===== config.mk =====
export PLATFORM = sky130hd
export DESIGN_NAME = vrlp_rot
export DESIGN_NICKNAME = d
export VERILOG_FILES = /design/src/design/vrlp_rot.sv
export SDC_FILE = /design/constraint.sdc
export NUM_CORES = 2
export LEC_CHECK = 0
export BUFFER_PORTS_ARGS = -buffer_cell sky130_fd_sc_hd__buf_2
export CAP_MARGIN = 5
export CORE_UTILIZATION = 55
export CTS_CLUSTER_SIZE = 28
export DETAILED_ROUTE_END_ITERATION = 10
export PLACE_DENSITY_LB_ADDON = 0.25
export SLEW_MARGIN = 10
export SYNTH_ARGS = -nofsm -noshare
export SYNTH_HDL_FRONTEND = slang
export SYNTH_SLANG_ARGS = --single-unit

===== constraint.sdc =====
create_clock -name clk -period 19.56 [get_ports clk]
set_input_delay 1.956 -clock clk [delete_from_list [all_inputs] [get_ports clk]]
set_output_delay 1.956 -clock clk [all_outputs]
set_load 0.05 [all_outputs]

===== src/design/vrlp_rot.sv =====
// vrlp_rot: one plane rotation stage pair (multiply, then sum and round).
// Depends on vrlp_pkg via NormFrac from the top level.
`timescale 1ns / 1ps
module vrlp_rot #(
  parameter int unsigned W = 22,
  parameter int unsigned F = 14
) (
  input  logic                clk,
  input  logic                en,
  input  logic signed [W-1:0] a,
  input  logic signed [W-1:0] b,
  input  logic signed [15:0]  c,
  input  logic signed [15:0]  s,
  output logic signed [W:0]   ra,
  output logic signed [W:0]   rb
);
  localparam int unsigned PW = W + 17;
  logic signed [PW-1:0] ac, bs, as_, bc;
  always_ff @(posedge clk) begin
    if (en) begin
      ac  <= PW'(a) * PW'(c);
      bs  <= PW'(b) * PW'(s);
      as_ <= PW'(a) * PW'(s);
      bc  <= PW'(b) * PW'(c);
    end
  end
  logic signed [PW:0] sa, sb;
  localparam logic signed [PW:0] Half = (PW+1)'(1) <<< (F - 1);
  assign sa = (PW+1)'(ac) - (PW+1)'(bs) + Half;
  assign sb = (PW+1)'(as_) + (PW+1)'(bc) + Half;
  always_ff @(posedge clk) begin
    if (en) begin
      ra <= (W+1)'(sa >>> F);
      rb <= (W+1)'(sb >>> F);
    end
  end
endmodule


==> flow_summary.ini <==
[status]
outcome = finished, final reports clean

[global_routing]
overflow = 0
grt_pass1_wl_mm = 231.3
first_global_vias = 44800
grt_max_degree = 75
antenna_violations_before_repair = 5
gr-usage-all-layers = 0.2666

[cts]
clock_tree.buffer_depth = 2
clock_latency_ns = 0.55
cts-hold-fix-buffers = 0
tritoncts = built
postCtsResizedCells = 0
num_cts_buffers = 17
path_clk_slew_ns = 0.09
ctsRootBufferMaster = clkbuf_16
post-cts-setup-buffers = 0
number_of_h_tree_branching_levels = 4
tritoncts_num_sinks = 194

[logic_synthesis]
yosysUniqueCellTypes = 70
post-synth-top-area-cell = fa_1
synth-async-reset-ratio = 0
syn-num-nets = 8341
post_synth_main_area_contributors = fa_1, ha_1, inv_1
yosys.area.top_type_share = 0.4562
postSynthRegisterBits = 194
synthesis.area_um2 = 59680
syn-instance-count = 6397
number_of_enable_flip_flop_cells_after_synthesis = 194
sequential_area_share_after_synthesis = 0.09761
yosys_warnings = 0
synthFlopType = edfxtp_1
avgSynthCellArea_um2 = 9.330

[timing]
fmax_ghz = 0.1129
drv_slew = 0
finalWorstPathRequiredPeriod_ns = 8.858
fin_crit_sh = 0.4529
finalSetupViolations = 0
timing.max_slew.rel_slack = 0.1950
setup_repair_after_global_routing_missed_its_margin = false
final-hold-violation-count = 0
skew_ns = 0.02414
fin_tns_setup_ns = 0
tightest_slew_ns = 1.207

[place]
routabilityCongestion = 0.8729
detailed_place_hpwl_mm = 103.1
place_inst = 7666
buffer_ports.inserted = 123

[worst_setup_path]
crit_path_start_kind = input port
critical_path.max_fanout = 17
regToRegEndpoint = rb[22]
path_class = in -> reg
critical_path.reg2reg.startpoint = as_[6]
timing.critical_path.cells = buf_2, inv_1, buf_4, nor2_1, fa_1, fa_1, fa_1, fa_1, fa_1, inv_1, fa_1, inv_1, ha_1, and3_1, a221o_1, a21o_1, a31oi_1, o21a_1, o311ai_1, o41ai_1, o21ai_1, xor2_1
regToRegSetupSlack_ns = 15.46
crit_slowest_cell = inv_1
cp_data_arrival_time_ns = 9.17
crit_path_top_cell_by_count = fa_1
cpLargestDelayFamily = adder cells
cp_data_required_time_ns = 19.87
worst-r2r-cell-count = 12
timing.critical_path.from = c[15]
worst_path_largest_cell_delay_ns = 0.67
crit_path_buffers_inverters = 5
end_kind = flop

[detailed_routing]
drc_errors = 0
aggregate_routed_wire_length_mm = 137.4
detail_route.iter0.violations = 2679
dr.pass1.iters = 6
number_of_antenna_violating_nets_in_the_routed_design = 0
avgViaCountPerCell = 5.407
routedWlPerCell_um = 17.85
dr_total_vias = 41630

[hold_path]
worst_min_delay_path_startpoint = bs[36]
worst_hold_path.endpoint = ra[22]
hold_path_class = reg -> reg
hold-path-cell-count = 2

[cells_and_area]
layout.filler_cells = 9494
layout-drive-gt1-share = 0.03384
final-instance-count-excl-fill = 7699
layout.nets = 8226
area_growth_syn_to_layout_pct = 3.669

[floorplan]
io_pins = 124
rows = 120
die_height_um = 331.4
floorplan.die.width_um = 331.4
starting_density = 0.5559
core_area_um2 = 107400
die_area_um2 = 109800

[job]
count_of_maximum_capacitance_violations = 0
[cells in the mapped netlist, types with 10 or more instances]
library cell	count
a211oi_1	11
a21o_1	76
a21oi_1	138
a31oi_1	14
and2_1	529
and3_1	11
buf_1	11
clkbuf_1	288
edfxtp_1	194
fa_1	1360
ha_1	506
inv_1	1668
nand2_1	872
nand2b_1	38
nand3_1	32
nand4_1	12
nor2_1	141
nor2b_1	15
nor3_1	34
o211ai_1	10
o21a_1	29
o21ai_0	67
o21bai_1	20
xnor2_1	163
xor2_1	52
[state kept, by name, indices dropped and copies added, names as in the netlist]
signal,count
ra,23
bc,37
rb,23
bs,37
ac,37
as_,37
[cells by family (layout without fill, tap and decap cells)]
kind of cell | Yosys count | after routing | share of synthesized area
xor+xnor | 215 | 215 | 0.03155
simple gates | 1717 | 1717 | 0.1367
mux | 1 | 1 | 0.0001677
buf+inv | 1968 | 1866 | 0.1238
fa+ha+maj | 1866 | 1866 | 0.5623
flops | 194 | 194 | 0.09761
other cells | 0 | 1 | 0
compound gates | 436 | 436 | 0.04795
[per-layer routing]
metal	wire length, um	vias up	track usage
li1	-	18520	-
met5	49	-	0
met3	8426	253	0.03783
met4	6170	8	0.1113
met1	55440	21510	0.3516
met2	67310	1339	0.4431
[worst max-delay path by stage]
stage	to	depth (start not counted)	slack [ns]
floorplan	as_[35]	23	11.29
global placement	as_[30]	24	10.17
detailed placement	as_[36]	24	9.86
CTS	as_[30]	24	10.45
global route	ac[35]	24	10.31
finish	ac[35]	22	10.70
[through the flow]
| stage | util | setup slack [ns] | hold WS, ns | area, um^2 |
|---|---|---|---|---|
| CTS | 0.5763 | 10.45 | 0.7156 | 61860 |
| global route | 0.5763 | 10.31 | 0.7335 | 61870 |
| detailed placement | 0.5706 | 9.861 | 0.6837 | 61260 |
| floorplan | - | 11.29 | 0.6327 | 59680 |
| global placement | 0.5706 | 10.17 | 0.6788 | 61260 |
| finish | 0.5763 | 10.70 | 0.6944 | 61870 |
[cells in the final DEF, fill, tap and decap left out, drive strengths merged, types with 15 or more instances in the layout]
| cell type | synthesis | layout |
|---|---|---|
| a21o | 76 | 76 |
| a21oi | 138 | 138 |
| a31oi | 15 | 15 |
| and2 | 529 | 529 |
| buf | 11 | 165 |
| clkbuf | 288 | 17 |
| edfxtp | 194 | 194 |
| fa | 1360 | 1360 |
| ha | 506 | 506 |
| inv | 1668 | 1676 |
| nand2 | 872 | 872 |
| nand2b | 38 | 38 |
| nand3 | 32 | 32 |
| nor2 | 141 | 141 |
| nor2b | 15 | 15 |
| nor3 | 34 | 34 |
| o21a | 29 | 29 |
| o21ai | 72 | 72 |
| o21bai | 21 | 21 |
| xnor2 | 163 | 163 |
| xor2 | 52 | 52 |
[layout make-up]
cell class | instances | area (um^2) | area share
multi-input combinational | 4235 | 46470 | 0.7511
inverter | 1669 | 6265 | 0.1013
sequential | 194 | 5826 | 0.09416
tap | 1403 | 1755 | 0.02837
timing repair buffer | 165 | 940.9 | 0.01521
clock buffer | 17 | 425.4 | 0.006876
clock inverter | 15 | 182.7 | 0.002952
antenna | 1 | 2.502 | 0.00004044
[worst register-to-register path: stages (launching register included)]
cell	delay [ns]
edfxtp_1	0.38
ha_1	0.31
ha_1	0.29
a21o_1	0.18
a221oi_1	0.45
a21oi_1	0.25
o2111ai_1	0.44
o2111ai_1	0.36
o21bai_1	0.45
o211ai_1	0.21
a31oi_1	0.30
o21bai_1	0.12
xnor2_1	0.14
Power is left out: the tool's default activity adds up to more than one toggle a clock period on the data nets, which glitch-free logic cannot reach.
