[config.mk]
export PLATFORM = sky130hd
export DESIGN_NAME = vrlp_div
export DESIGN_NICKNAME = d
export VERILOG_FILES = /design/src/design/vrlp_div.sv
export SDC_FILE = /design/constraint.sdc
export NUM_CORES = 2
export LEC_CHECK = 0
export CORE_UTILIZATION = 64
export CTS_CLUSTER_SIZE = 28
export DETAILED_ROUTE_END_ITERATION = 10
export DONT_BUFFER_PORTS = 1
export GPL_TIMING_DRIVEN = 0
export PLACE_DENSITY = 0.78
export SYNTH_ARGS = -nofsm -noshare
export SYNTH_HDL_FRONTEND = slang
export SYNTH_SLANG_ARGS = --single-unit
export TNS_END_PERCENT = 10
[constraint.sdc]
create_clock -name clk -period 7.7 [get_ports clk]
set_clock_uncertainty 0.2 [all_clocks]
set_input_delay 1.54 -clock clk [delete_from_list [all_inputs] [get_ports clk]]
set_output_delay 1.54 -clock clk [all_outputs]
set_load 0.01 [all_outputs]
[src/design/vrlp_div.sv]
// vrlp_div: pipelined signed divider, truncating toward zero, one quotient bit a stage.
// Depends on nothing; stall freezes every stage.
`timescale 1ns / 1ps
module vrlp_div #(
  parameter int unsigned NW = 31,
  parameter int unsigned DW = 19
) (
  input  logic                 clk,
  input  logic                 en,
  input  logic signed [NW-1:0] num,
  input  logic signed [DW-1:0] den,
  output logic signed [NW-1:0] quo
);
  // magnitude long division, one bit per stage
  logic [NW-1:0] rem [NW+1];
  logic [NW-1:0] q   [NW+1];
  logic [DW-1:0] d   [NW+1];
  logic          neg [NW+1];

  assign rem[0] = num[NW-1] ? NW'(-num) : NW'(num);
  assign d[0]   = den[DW-1] ? DW'(-den) : DW'(den);
  assign neg[0] = num[NW-1] ^ den[DW-1];
  assign q[0]   = '0;

  for (genvar i = 0; i < NW; i++) begin : g_st
    localparam int unsigned B = NW - 1 - i;
    logic [NW+DW-1:0] trial;
    logic             fit;
    assign trial = {{DW{1'b0}}, rem[i]} >> B;
    assign fit   = trial >= {{NW{1'b0}}, d[i]};
    always_ff @(posedge clk) begin
      if (en) begin
        rem[i+1] <= fit ? rem[i] - NW'({{NW{1'b0}}, d[i]} << B) : rem[i];
        q[i+1]   <= q[i] | (NW'(fit) << B);
        d[i+1]   <= d[i];
        neg[i+1] <= neg[i];
      end
    end
  end

  assign quo = neg[NW] ? -$signed(q[NW]) : $signed(q[NW]);
endmodule

==> metrics <==
crit path capture type=register; final hold viol count=0; Max clock buf depth=3; Tot GR Track Use=0.230; Layout Nets=6804; slew margin rel.=0.0231; post-CTS setup-driven buffer insertion count=0; ys async rst share=0; Final Cycle Share=0.805; layout cell share with drive strength beyond 1=0.0663; first-pass GRT wire length=247000 um; post-synthesis cell count=6094; num ports=83; maxcap violations=0; buffers added on ports=0; CTS tree=built; Slowest Stage Delay on Critical Path=0.67 ns; Die X=372 um; Reg2Reg Setup Slack=2.95 ns; Clock power frac=0.312; initial antenna violation count=1; TritonCTS Buffers=197; setup TNS=0 ns; worst vdd ir=0.250 mV; die height=372 um; area share of the largest cell type after synthesis=0.694; Yosys cell types=79; CTS root buffer=clkbuf_16; Top FF cell, synth=edfxtp_1; area grow syn2layout=10.1%; antenna-violating nets left=0; CP max FO=6; WP data arrival=6.52 ns; Switch Pwr=8.29 mW; die area=0.138 mm^2; Worst Setup Start Kind=input port; Final setup viols=0; LEAKAGE=36.4 nW; worst setup path end=g_st[1].trial[1]; RR Startpoint=d[228]; WL final=160000 um; Seq. cell area=0.0609 mm^2; mapped cell area=0.0877 mm^2; unrepaired setup endpoints after global routing=false; routed via count=48300; Levels on crit path=15; total gr overflow=0; # rows=135; Worst Path Required=8.02 ns; gpl congestion=0.910; end-of-flow core utilization=0.712; Synthesized Nets=6595; CP startpoint=num[5]; synth top area cells=edfxtp_1 69%, ha_1 6.0%, xnor2_1 2.5%, inv_1 2.3%, o21ai_0 2.1%; FMAX=161 MHz; Yosys warnings=0; switching part of the total=0.275; Seq pwr share=0.485; initial core utilization=0.646; Internal=21.9 mW; largest net degree at the start of global routing=341; sequential area share after synthesis=0.694; Multi-input gate area=0.0244 mm^2; clk_lat worst skew=0.80 ns; FF-to-FF End=g_st[20].trial[10]; vias in the first global route=47000; Via density=5.86; Final min period=6.20 ns; post-DP HPWL=110000 um; Max Transition Viols Final=0; CP top delay family=simple AND/OR/NAND/NOR gates; CP most frequent cell=or4_4; average wire per standard cell=19.4 um; Clock Sinks=2027; critical-path cell list=or4_4 > or3_4 > or4_4 > or3_4 > nand2b_4 > or3_1 > or4_4 > nand4bb_4 > ha_1 > nor2b_1 > or4_1 > nor4_1 > nand2_1 > nor4b_1 > mux2i_1; Synth area leader=edfxtp_1; core box area=0.136 mm^2; Slowest-stage cell, CP=nor4b_1; cell area power density=312 mW/mm^2; # DRC=0; Mapped Avg Cell Area=14.4 um^2; Clock Pin Slew Worst Setup and Hold Paths=0.06 ns; first-iteration detailed-routing DRC count=4231; Comb power frac=0.203; fillers=8579; antenna cell count=0; Synth Register Bits=2027; Reg2Reg Depth=12; Worst Max-Slew Pin Slew=1.47 ns; H-tree Lvls=4; cts hold-fix bufs=0; Bufs and invs on worst path=0; number of synthesized flops with an enable pin=2027; status=completed; critical path type=in -> reg; drt pass-1 iters=8; Post-CTS Resized=0; HP Class=reg -> reg
[how the worst min path moves through the flow]
stage                        start                end  slack [ns]  depth (start not counted)
after floorplan           rem[702]  g_st[10].trial[0]        0.20                          0
after global placement    rem[564]           rem[533]        0.20                          0
after detailed placement  rem[670]  g_st[11].trial[0]        0.20                          0
after CTS                   q[577]             q[546]        0.20                          0
after global routing        q[203]             q[172]        0.21                          0
final                     rem[594]           rem[563]        0.20                          0
[cells in the mapped netlist, types with 63 or more instances]
cell type,number
nor2b_1,71
xnor2_1,252
a21o_1,139
o21a_1,63
inv_1,543
xor2_1,173
nor4_1,65
ha_1,421
nand2b_1,63
a21oi_1,319
o21ai_0,363
nand3_1,70
nor3_1,89
clkbuf_1,79
edfxtp_1,2027
nand4_1,63
mux2_2,104
nor2_1,266
nand2_1,412
[power by group through the flow]
stage	Sequential [mW]	Clock [mW]	Combinational, mW
6_report	14.6	9.42	6.12
3_3_place_gp	14.8	0	5.61
4_1_cts	14.6	9.64	6.07
5_1_grt	14.7	10.0	6.79
2_1_floorplan	14.5	0	4.59
3_5_place_dp	14.8	0	6.00
[cell usage in the layout, fill, tap and decap left out, types with 63 or more instances in the layout]
| cell type | instances |
|---|---|
| mux2_2 | 104 |
| ha_1 | 421 |
| xnor2_1 | 252 |
| nand2b_1 | 63 |
| clkbuf_1 | 120 |
| nor2b_1 | 71 |
| inv_1 | 543 |
| clkbuf_16 | 199 |
| nand4_1 | 63 |
| a21o_1 | 139 |
| o21a_1 | 63 |
| nor4_1 | 65 |
| a21oi_1 | 319 |
| nand3_1 | 70 |
| nor3_1 | 89 |
| nand2_1 | 412 |
| o21ai_0 | 363 |
| edfxtp_1 | 2027 |
| nor2_1 | 266 |
| xor2_1 | 173 |
[kinds of logic (layout without fill, tap and decap cells)]
kind of cell / count (synthesis) / in the layout / share of synthesized area
adders and majority gates: 449 / 449 / 0.0665
buffers and inverters: 628 / 993 / 0.0269
muxes: 127 / 127 / 0.0160
and+or+nand+nor: 1250 / 1250 / 0.0696
DFF: 2027 / 2027 / 0.694
xor gates and xnor gates: 425 / 425 / 0.0425
AOI/OAI and AO/OA: 1188 / 1188 / 0.0842
[flip-flops by register name (all words and copies together) (netlist names)]
name	flops
q	496
rem	435
d	570
g_st.trial	495
neg	31
[worst reg2reg max path: stages (launching register included)]
cell	delay, ns
edfxtp_1	0.42
ha_1	0.25
fa_1	0.41
nor2b_1	0.12
o21ai_0	0.11
a21oi_1	0.18
nor2_1	0.12
o311ai_0	0.62
nor4_1	0.13
o31ai_1	0.64
clkbuf_1	0.59
clkbuf_1	0.49
a21oi_1	0.18
[layout make-up]
class	instances	area share
Sequential cell	2027	0.631
Buffer	84	0.00331
Multi-Input combinational cell	3439	0.253
Tap cell	1781	0.0231
Inverter	544	0.0212
Clock inverter	115	0.0127
Timing Repair Buffer	10	0.00285
Clock buffer	240	0.0532
[routing by layer]
metal  GRT usage  vias to the layer above  wire length, um
li1            -                    23200                -
met1       0.293                    23200            65200
met2       0.394                     1512            79700
met3      0.0358                      335             8950
met4      0.0962                        2             6420
met5           0                        -               13
[stage by stage]
stage | setup WS [ns] | total power [mW] | instances | instance area [um^2] | hold slack [ns]
finish | 1.50 | 30.1 | 8240 | 96500 | 0.204
global route | 1.40 | 31.5 | 8240 | 96500 | 0.210
CTS | 1.47 | 30.3 | 8238 | 96500 | 0.204
detailed placement | 0.710 | 20.8 | 7883 | 90100 | 0.205
global placement | 0.782 | 20.4 | 7875 | 89900 | 0.200
floorplan | 1.39 | 19.0 | 6094 | 87700 | 0.200
Power figures use the tool's default switching activity.
